File: config.mk
export PLATFORM = sky130hd
export DESIGN_NAME = lir_seq
export DESIGN_NICKNAME = d
export VERILOG_FILES = /design/src/rtl/lir_pkg.sv /design/src/rtl/lir_seq.sv
export SDC_FILE = /design/constraint.sdc
export NUM_CORES = 1
export LEC_CHECK = 0
export ABC_AREA = 1
export BUFFER_PORTS_ARGS = -buffer_cell sky130_fd_sc_hd__buf_2
export CAP_MARGIN = 25
export CELL_PAD_IN_SITES_DETAIL_PLACEMENT = 1
export CELL_PAD_IN_SITES_GLOBAL_PLACEMENT = 2
export CORE_AREA = 2 2 39 41
export DETAILED_ROUTE_END_ITERATION = 10
export DIE_AREA = 0 0 41 43
export GPL_TIMING_DRIVEN = 0
export PLACE_DENSITY = 0.43
export SETUP_SLACK_MARGIN = 0.1
export SLEW_MARGIN = 20
export SYNTH_ARGS = -nofsm -noshare
export SYNTH_HDL_FRONTEND = slang
export SYNTH_SLANG_ARGS = --single-unit
File: constraint.sdc
create_clock -name clk -period 0.8 [get_ports clk]
set_input_delay 0.04 -clock clk [delete_from_list [all_inputs] [get_ports clk]]
set_output_delay 0.04 -clock clk [all_outputs]
set_load 0.01 [all_outputs]
File: src/rtl/lir_pkg.sv
// Shared constants, control types and the microcode table of the increasing-run engine.
package lir_pkg;

	localparam int MAX_ITEMS  = 1024;
	localparam int VALUE_BITS = 32;

	// Index and count widths that follow from the table depth
	localparam int ADDR_W = $clog2(MAX_ITEMS);
	localparam int LEN_W  = $clog2(MAX_ITEMS + 1);

	// Port field widths
	localparam int IN_VALUE_W  = 32;
	localparam int OUT_LEN_W   = 11;
	localparam int OUT_REM_W   = 10;
	localparam int OUT_TDATA_W = 24;
	localparam int OUT_PAD_W   = OUT_TDATA_W - OUT_LEN_W - OUT_REM_W;

	// Microprogram addresses
	localparam int STEP_W = 2;
	typedef logic [STEP_W-1:0] step_t;
	localparam step_t STEP_IDLE  = 2'd0;
	localparam step_t STEP_PROBE = 2'd1;
	localparam step_t STEP_CMP   = 2'd2;
	localparam step_t STEP_PLACE = 2'd3;

	// Branch conditions
	typedef enum logic [1:0] {
		COND_ALWAYS   = 2'd0,
		COND_IN_FIRE  = 2'd1,
		COND_LO_LT_HI = 2'd2,
		COND_PLACE_OK = 2'd3
	} cond_t;

	typedef struct packed {
		logic  take_in;
		logic  probe;
		logic  cmp;
		logic  place;
		cond_t cond;
		step_t jmp_t;
		step_t jmp_f;
	} ucode_t;

	// Datapath strobes from the sequencer
	typedef struct packed {
		logic load;
		logic probe;
		logic cmp;
		logic place;
	} lir_ctl_t;

	// Datapath flags seen by the sequencer
	typedef struct packed {
		logic lo_lt_hi;
		logic place_ok;
	} lir_sts_t;

	function automatic ucode_t ucode_rom(input step_t addr);
		ucode_t w;
		w = '0;
		case (addr)
			STEP_IDLE: begin
				w.take_in = 1'b1;
				w.cond    = COND_IN_FIRE;
				w.jmp_t   = STEP_PROBE;
				w.jmp_f   = STEP_IDLE;
			end
			STEP_PROBE: begin
				w.probe = 1'b1;
				w.cond  = COND_LO_LT_HI;
				w.jmp_t = STEP_CMP;
				w.jmp_f = STEP_PLACE;
			end
			STEP_CMP: begin
				w.cmp   = 1'b1;
				w.cond  = COND_ALWAYS;
				w.jmp_t = STEP_PROBE;
				w.jmp_f = STEP_PROBE;
			end
			STEP_PLACE: begin
				w.place = 1'b1;
				w.cond  = COND_PLACE_OK;
				w.jmp_t = STEP_IDLE;
				w.jmp_f = STEP_PLACE;
			end
			default: begin
				w.cond  = COND_ALWAYS;
				w.jmp_t = STEP_IDLE;
				w.jmp_f = STEP_IDLE;
			end
		endcase
		return w;
	endfunction

endpackage

File: src/rtl/lir_seq.sv
// Microprogram sequencer: step counter, control store and branch logic.
module lir_seq (
	input  logic              clk,
	input  logic              arst_n,
	input  logic              s_tvalid,
	output logic              s_tready,
	input  lir_pkg::lir_sts_t sts,
	output lir_pkg::lir_ctl_t ctl
);
	import lir_pkg::*;

	step_t  pc_q;
	ucode_t word;
	logic   cond_ok;

	always_comb begin
		word = ucode_rom(pc_q);
		case (word.cond)
			COND_ALWAYS:   cond_ok = 1'b1;
			COND_IN_FIRE:  cond_ok = s_tvalid;
			COND_LO_LT_HI: cond_ok = sts.lo_lt_hi;
			COND_PLACE_OK: cond_ok = sts.place_ok;
			default:       cond_ok = 1'b1;
		endcase
		s_tready  = word.take_in;
		ctl.load  = word.take_in & s_tvalid;
		ctl.probe = word.probe;
		ctl.cmp   = word.cmp;
		// hold the place step of a last item until the result register is free
		ctl.place = word.place & cond_ok;
	end

	always_ff @(posedge clk or negedge arst_n) begin
		if (!arst_n) begin
			pc_q <= STEP_IDLE;
		end else begin
			pc_q <= cond_ok ? word.jmp_t : word.jmp_f;
		end
	end

endmodule

==> results of run 1 <==
==> worst paths after layout <==
path,start,to,slack [ns],depth (start not counted)
max,pc_q[0],ctl[3],-0.24,4
min,arst_n,pc_q[0],0.13,2
max reg2reg,pc_q[0],pc_q[0],-0.13,4
min reg2reg,pc_q[1],pc_q[0],0.62,2
max in group asynchronous,arst_n,pc_q[1],0.56,2
min in group clk,s_tvalid,pc_q[0],0.16,4
==> cells in the mapped netlist <==
library cell	n	area share [%]
a21oi_1	1	4.5
a21oi_2	1	8.0
dfrtp_1	2	45
inv_1	3	10
inv_2	1	3.4
nand2_1	2	6.8
nor2_1	3	10
nor2_2	2	11
==> timing repair <==
item / 4_1_cts / 5_1_grt
endpoints found under the setup margin: 7 / 7
hold buffers: 1 / 0
cloned: 0 / 0
gates resized for setup: 1 / 11
pin swaps: 2 / 5
endpoints found under the hold margin: 2 / 0
setup buffers: 3 / 2
==> cells by family (layout without fill, tap and decap cells) <==
| family | Yosys count | in the layout | synth area share [%] |
|---|---|---|---|
| DFF | 2 | 2 | 45.5 |
| AOI/OAI and AO/OA | 2 | 2 | 12.5 |
| buffers and inverters | 4 | 22 | 13.6 |
| and+or+nand+nor | 7 | 7 | 28.4 |
==> layout make-up <==
cell class	count	area (um^2)	area share [%]
timing repair buffer	15	119	40.6
sequential	2	51.3	17.5
inverter	4	15.0	5.13
clock buffer	3	22.5	7.69
multi-input combinational	9	65.1	22.2
tap	16	20.0	6.84
==> per-stage QoR <==
| stage | worst slack, ns | hold slack [ns] | setup TNS [ns] | instances |
|---|---|---|---|---|
| finish | -0.236 | 0.133 | -1.20 | 49 |
| CTS | -0.270 | 0.133 | -1.37 | 47 |
| global route | -0.321 | 0.143 | -1.63 | 49 |
| global placement | -0.0340 | -0.172 | -0.0528 | 40 |
| floorplan | -0.0447 | -0.256 | -0.0492 | 15 |
| detailed placement | -0.0697 | -0.170 | -0.193 | 40 |
==> power by group through the flow <==
stage                     combinational [mW]  clock, mW  sequential, mW
final                                  0.709      0.222           0.232
after global routing                   0.778      0.248           0.246
after CTS                              0.492      0.236           0.219
after detailed placement               0.378          0           0.232
after global placement                 0.363          0           0.228
after floorplan                        0.245          0           0.213
==> per-layer routing <==
metal | wire length (um) | GRT usage, %
met1 | 182 | 7.07
met2 | 193 | 8.13
met3 | 46 | 4.71
met4 | 0 | 8.00
met5 | 0 | 0
==> worst max-delay path, delay by kind of cell, from the launching register on <==
kind	cells	cell delay (ns)
DFF	1	0.40
and+or+nand+nor	2	0.23
buffers and inverters	2	0.14
==> impl_metrics.csv, run 1 <==
group,metric,value,unit
final_layout,area_growth,166,%
floorplanning,coreArea,1380,um^2
place,placed_cell_area,180,um^2
setup_path,slowest_stage,"dfrtp_1",
grt,antenna_found_initial,0,
final_layout,layout_common_cells,"buf_2 (6), buf_6 (5), clkbuf_4 (3), buf_4 (3)",
setup_path,required,0.76,ns
floorplanning,ios,10,
timing,min_period,1.04,ns
synth,yosysSeqAreaShare,45.5,%
final_layout,num_antenna_cells,0,
grt,grt_usage,6.93,%
setup_path,path_max_fanout,3,
timing,period_share,130,%
grt,grt_max_degree,5,
routing,drc_errors,0,
synth,synth_area,110,um^2
floorplanning,dieArea,1760,um^2
final_layout,utilization,21.2,%
final_layout,top_register,"pc_q",
grt,grt-ovfl-total,0,
power,clkPwrFrac,19.1,%
power,switching_share,38.1,%
routing,vias,164,
clocking,worstSkewPairLatency,0.22,ns
flow_run,drv_cap,0,
timing,rsz0062_at_grt,"true",
clocking,clock-sinks,2,
floorplanning,die_width,41,um
synth,ys_warn_count,0,
final_layout,largestRegisters,"pc_q: 2 flops",
timing,slew_viol_final,0,
routing,drtAntennaViolNets,0,
setup_path,critical_path_class,"reg2out",
final_layout,layout_commonest_cell,"buf_2",
setup_path,cp_cell_sequence,"nor2_2 -> nand2_2 -> inv_2 -> buf_6",
floorplanning,die_height,43,um
power,leakagePower,0.151,nW
setup_path,critPathMaxStageDelay,0.40,ns
final_layout,layout-drive-gt1-share,81.8,%
clocking,tritoncts,"done",
clocking,clk_path_buf_depth,2,
power,p_int,719,uW
grt,grt_pass1_vias,189,
synth,synthDistinctLibCells,8,
synth,synth_seq_cells,2,
clocking,cts_root_buf,"clkbuf_4",
final_layout,stdcell_area,293,um^2
final_layout,n_fill_cell,172,
power,p_comb_share,61.0,%
setup_path,cp-end-kind,"output port",
synth,syn_nets,20,
status,violations,"negative setup slack",
status,outcome,"finished with violations",
timing,fin_worst_skew,0.00223,ns
timing,max_clock_freq,965,MHz
floorplanning,start_util,7.96,%
timing,worst_pin_slew,0.150,ns
place,io_buffer_count,9,
clocking,numCtsBuffers,3,
timing,worst_slack,-0.236,ns
timing,hold_viol_final,0,
clocking,path_clk_slew,0.03,ns
grt,grt_pass1_wl,710,um
final_layout,nets,40,
power,power_density,3970,nW/um^2
routing,wl_per_cell,8.61,um
routing,drtIter0Drc,2,
synth,postSynthCellCount,15,
hold_path,hold_class,"in2async",
floorplanning,row_count,14,
final_layout,largest_register_ffs,2,
power,switchingPower,443,uW
routing,routed_wl,422,um
clocking,htreeDepth,1,
routing,vias_per_cell,3.35,
power,peakVddDrop,0.830,mV
power,seqPwrFrac,19.9,%
setup_path,crit_path_start_kind,"flip-flop",
place,place.gp.congestion,0.614,
synth,avgSynthCellArea,7.34,um^2
power,finalPower,1.16,mW
timing,setup_viol,7,
setup_path,worstPathArrival,1.00,ns
timing,slew-limit-headroom,90.0,%
routing,firstDrtPassIters,2,
(Power assumes the default switching activity.)
==> run 2, diff against run 1 <==
ABC_AREA = unset   (was 1)
PLACE_DENSITY = 0.41   (was 0.43)
==> run 2 against run 1 <==
Against the previous run:
- the flow still finishes with violations (negative setup slack)
- power is 4.0% lower
- via count is 15% lower
- clock skew is 0.00081 ns lower
- sequential share of layout area is 0.74 points higher
- register-to-register slack hardly changed
- hold slack worse by 0.12 ns
- non-clock buffer count is 3 lower
- largest power group unchanged
- sequential cell count stayed put
==> impl_metrics.csv, run 2 <==
group,metric,value,unit
setup_path,worst_r2r_startpoint,"pc_q[1]",
synth,postSynthCellCount,12,
hold_path,hold_class,"in2reg",
power,power_density,3880,nW/um^2
setup_path,crit_path_start_kind,"flip-flop",
timing,worst_pin_slew,0.165,ns
setup_path,r2r_cells,3,
place,place.gp.congestion,0.511,
routing,drtIter0Drc,0,
routing,drc_errors,0,
synth,synthDistinctLibCells,9,
setup_path,worstPathArrival,1.00,ns
routing,firstDrtPassIters,1,
setup_path,critical_path_class,"reg2out",
timing,slew_viol_final,0,
clocking,worstSkewPairLatency,0.22,ns
floorplanning,ios,10,
setup_path,cp-end-kind,"output port",
clocking,numCtsBuffers,3,
power,leakagePower,0.134,nW
floorplanning,dieArea,1760,um^2
place,io_buffer_count,9,
synth,yosysSeqAreaShare,42.6,%
timing,rsz0062_at_grt,"true",
hold_path,hold_start,"sts[0]",
timing,hold_slack,0.0178,ns
clocking,clock-sinks,2,
clocking,path_clk_slew,0.03,ns
final_layout,nets,34,
synth,avgSynthCellArea,9.80,um^2
synth,async_flop_share,100,%
timing,worst_slack,-0.245,ns
grt,grt-ovfl-total,0,
clocking,clk_path_buf_depth,2,
place,place_inst,37,
status,violations,"negative setup slack",
setup_path,path_max_fanout,5,
clocking,tritoncts,"done",
grt,grt_pass1_wl,545,um
flow_run,drv_cap,0,
final_layout,num_antenna_cells,0,
clocking,htreeDepth,1,
synth,ys_warn_count,0,
synth,synth_area,118,um^2
place,pre_cts_slack,-0.0403,ns
floorplanning,row_count,14,
timing,period_share,131,%
floorplanning,start_util,8.50,%
grt,antenna_found_initial,0,
timing,setup_viol,7,
floorplanning,die_height,43,um
routing,vias_per_cell,3.26,
final_layout,layout-drive-gt1-share,77.8,%
synth,synth_edf_count,0,
setup_path,critPathMaxStageDelay,0.42,ns
grt,grt_usage,5.22,%
timing,hold_viol_final,0,
clocking,cts_root_buf,"clkbuf_4",
status,outcome,"finished with violations",
timing,slew-limit-headroom,89.0,%
synth,yosysTopAreaCellShare,42.6,%
setup_path,slowest_stage,"dfrtp_2",
final_layout,n_fill_cell,172,
grt,grt_pass1_vias,164,
setup_path,r2r_end,"pc_q[0]",
timing,fin_worst_skew,0.00142,ns
final_layout,instances_no_fill,43,
setup_path,required,0.76,ns
final_layout,largestRegisters,"pc_q: 2 flops",
final_layout,layout_common_cells,"buf_2 (7), clkbuf_4 (3), buf_6 (3), dfrtp_2 (2)",
synth,synthTopCellsByCount,"dfrtp_1 (2), nand2b_1 (2), nor2_1 (2)",
synth,synth_seq_cells,2,
hold_path,hold_depth,2,
power,peakVddDrop,0.524,mV
routing,routed_wl,355,um
setup_path,cp_cell_sequence,"nor2_2 -> and2_1 -> buf_2",
synth,syn_nets,17,
timing,min_period,1.04,ns
routing,wl_per_cell,8.26,um
floorplanning,die_width,41,um
synth,synth.area.top_cells,"dfrtp_1 (43%), a31oi_2 (11%), nand2b_1 (11%)",
routing,vias,140,
final_layout,area_growth,145,%
hold_path,holdPathEnd,"pc_q[1]",
routing,drtAntennaViolNets,0,
floorplanning,coreArea,1380,um^2
setup_path,r2r_slack,-0.14,ns
final_layout,top_register,"pc_q",
synth,synthFlopType,"dfrtp_1",
timing,max_clock_freq,957,MHz
final_layout,layout_commonest_cell,"buf_2",
place,dp_hpwl,271,um
final_layout,largest_register_ffs,2,
synth,yosysTopAreaCell,"dfrtp_1",
grt,grt_max_degree,6,
## run 2: cell types whose count changed in the layout (fill, tap and decap cells not counted), moves of 2 or more
| cell | previous run | this run |
|---|---|---|
| inv_2 | 2 | 0 |
| buf_4 | 3 | 0 |
| nand2_2 | 2 | 0 |
| buf_6 | 5 | 3 |
## run 2: final cells by class
class                           count  area, um^2  area share (%)
Tap cell                           16        20.0            6.96
Multi-Input combinational cell      9        90.1            31.3
Inverter                            1        3.75            1.30
Timing Repair Buffer               12        98.8            34.3
Sequential cell                     2        52.6            18.3
Clock buffer                        3        22.5            7.83
## run 2: metrics by stage
stage,utilization (%),total power [mW],instance area (um^2),TNS (ns)
detailed placement,13.9,0.624,193,-0.117
floorplan,-,0.468,128,0
global route,20.8,1.20,288,-1.38
finish,20.8,1.12,288,-1.10
global placement,13.9,0.619,193,-0.119
CTS,18.0,0.978,249,-1.17
## run 2: logic make-up (layout without fill, tap and decap cells)
kind of cell	Yosys count	in the layout	share of synthesized area, %
buffers and inverters	1	16	3.19
and+or+nand+nor	7	7	37.2
DFF	2	2	42.6
AOI/OAI and AO/OA	2	2	17.0
## run 2: critical path: cells and delay by family, from the launching register on
| kind | cells | cell delay, ns |
|---|---|---|
| flip-flops | 1 | 0.42 |
| buffers and inverters | 1 | 0.12 |
| AND/OR/NAND/NOR | 2 | 0.24 |
## run 2: repair_timing
item                       in CTS  in global routing
setup endpoints to repair       7                  7
gates resized for setup         2                  6
hold endpoints to repair        2                  0
buffers inserted                1                  1
hold buffers                    1                  0
pin swaps                       2                  2
## run 2: worst max path at each step
stage / from / end / slack, ns / cells past startpoint
floorplan: pc_q[1] / ctl[3] / 0.005 / 2
global placement: pc_q[0] / pc_q[0] / -0.05 / 2
detailed placement: pc_q[1] / ctl[3] / -0.04 / 3
CTS: pc_q[0] / ctl[3] / -0.26 / 3
global route: pc_q[1] / ctl[3] / -0.31 / 3
finish: pc_q[1] / ctl[3] / -0.24 / 3
## run 2: report_power, final
part | leakage, nW | internal [mW] | switching, mW | total [mW]
combinational | 0.0991 | 0.395 | 0.261 | 0.656
clock | 0.0138 | 0.165 | 0.0470 | 0.212
sequential | 0.0210 | 0.164 | 0.0837 | 0.248
total | 0.134 | 0.724 | 0.392 | 1.12
## run 2: metal layers
metal | share of wire (%) | vias up | track usage, %
met5 | 0 | - | 0
met4 | 0 | 0 | 6.00
met3 | 4.2 | 0 | 3.66
met2 | 67 | 2 | 8.44
met1 | 29 | 68 | 2.88
li1 | - | 70 | -
==> run 3, diff against run 2 <==
CELL_PAD_IN_SITES_DETAIL_PLACEMENT = unset   (was 1)
CELL_PAD_IN_SITES_GLOBAL_PLACEMENT = unset   (was 2)
PLACE_DENSITY = 0.3   (was 0.41)
==> run 3 against run 2 <==
Against the previous run:
- the run still ends with negative setup slack left
- via count decreased by 0.71%
- die area unchanged
- hold slack got worse by 0.011 ns
- sequential cell count unchanged
- clock power increased by 6%
- highest routed layer unchanged
==> impl_metrics.csv, run 3 (same netlist as run 2, synthesis figures left out) <==
group,metric,value,unit
floorplanning,coreArea,1380,um^2
clocking,worstSkewPairLatency,0.22,ns
grt,antenna_found_initial,0,
place,dp_hpwl,271,um
status,outcome,"finished with violations",
grt,grt_pass1_vias,145,
final_layout,largestRegisters,"pc_q: 2 flops",
clocking,tritoncts,"done",
final_layout,layout-drive-gt1-share,73.1,%
routing,vias_per_cell,3.31,
timing,slew-limit-headroom,91.1,%
setup_path,required,0.76,ns
routing,wl_met3,63,um
grt,grt_pass1_wl,586,um
grt,grt_max_degree,7,
timing,hold_viol_final,0,
timing,period_share,131,%
final_layout,largest_register_ffs,2,
setup_path,crit_path_start_kind,"flip-flop",
final_layout,nets,33,
final_layout,instances_no_fill,42,
routing,wl_met1,135,um
setup_path,cp-end-kind,"output port",
routing,vias,139,
final_layout,utilization,18.4,%
power,leakagePower,0.122,nW
setup_path,critical_path_class,"reg2out",
clocking,clk_path_buf_depth,2,
floorplanning,die_width,41,um
clocking,numCtsBuffers,3,
power,finalPower,976,uW
final_layout,layout_commonest_cell,"buf_2",
routing,drtIter0Drc,1,
setup_path,worstPathArrival,1.00,ns
timing,rsz0062_at_grt,"true",
floorplanning,die_height,43,um
final_layout,num_antenna_cells,0,
timing,setup_viol,6,
place,place_inst,37,
routing,wl_met2,166,um
clocking,htreeDepth,1,
routing,wl_per_cell,8.69,um
clocking,clock-sinks,2,
final_layout,layout_common_cells,"buf_2 (8), clkbuf_4 (3), dfrtp_2 (2)",
floorplanning,start_util,8.50,%
routing,drc_errors,0,
power,peakVddDrop,1.30,mV
clocking,cts_root_buf,"clkbuf_4",
routing,highest_layer,"met3",
routing,firstDrtPassIters,2,
power,power_density,3820,nW/um^2
grt,grt-ovfl-total,0,
timing,fin_worst_skew,0.00129,ns
routing,routed_wl,365,um
timing,worst_slack,-0.244,ns
timing,min_period,1.04,ns
flow_run,drv_cap,0,
status,violations,"negative setup slack",
setup_path,path_max_fanout,5,
floorplanning,dieArea,1760,um^2
floorplanning,row_count,14,
routing,drtAntennaViolNets,0,
timing,max_clock_freq,958,MHz
timing,worst_pin_slew,0.134,ns
timing,slew_viol_final,0,
hold_path,hold_class,"in2reg",
place,place.gp.congestion,0.573,
final_layout,top_register,"pc_q",
grt,grt_usage,5.52,%
clocking,path_clk_slew,0.03,ns
floorplanning,ios,10,
final_layout,area_growth,117,%
place,io_buffer_count,9,
==> run 3: final timing paths <==
path,startpoint,to,slack (ns),cells after the start
worst max register to register,pc_q[0],pc_q[0],-0.13,3
worst min-delay path,sts[0],pc_q[1],0.007,2
worst max-delay path,pc_q[1],ctl[3],-0.24,3
max in group asynchronous,arst_n,pc_q[0],0.57,2
min in group asynchronous,arst_n,pc_q[1],0.12,2
worst min register to register,pc_q[1],pc_q[1],0.53,1
==> run 3: repair_timing <==
item                                   4_1_cts  5_1_grt
buffers inserted                             1        0
gates resized for setup                      2        4
endpoints found under the hold margin        2        0
pin swaps                                    0        1
hold buffers                                 1        0
setup endpoints to repair                    7        7
==> run 3: critical path, stage by stage (launching register included) <==
cell and delay (ns):
dfrtp_2 0.44, nor2_4 0.11, and2_1 0.12, buf_2 0.12
==> run 3: area by class of cell <==
type / instances / area [um^2]
Tap cell: 16 / 20.0
Sequential cell: 2 / 52.6
Multi-Input combinational cell: 9 / 87.6
Clock buffer: 3 / 22.5
Fill cell: 149 / 1130
Timing Repair Buffer: 11 / 68.8
Inverter: 1 / 3.75
==> run 3: report_power, final <==
group / switching (mW) / total, mW / leakage (nW) / internal [mW]
sequential: 0.0972 / 0.261 / 0.0210 / 0.164
combinational: 0.209 / 0.489 / 0.0870 / 0.281
clock: 0.0596 / 0.225 / 0.0138 / 0.166
==> run 3: metrics by stage <==
stage | hold WS [ns] | setup TNS (ns) | instance area (um^2) | setup slack, ns
global route | 0.000549 | -1.50 | 255 | -0.322
floorplan | -0.256 | 0 | 128 | 0.00469
detailed placement | -0.173 | -0.0937 | 193 | -0.0482
CTS | 0.00319 | -1.24 | 243 | -0.269
finish | 0.00679 | -1.13 | 255 | -0.244
global placement | -0.175 | -0.0566 | 193 | -0.0401
==> run 3: layer usage <==
| layer | vias up | GRT usage [%] |
|---|---|---|
| met1 | 62 | 5.79 |
| met3 | 0 | 2.09 |
| met2 | 10 | 6.56 |
| li1 | 67 | - |
| met4 | 0 | 8.00 |
| met5 | - | 0 |
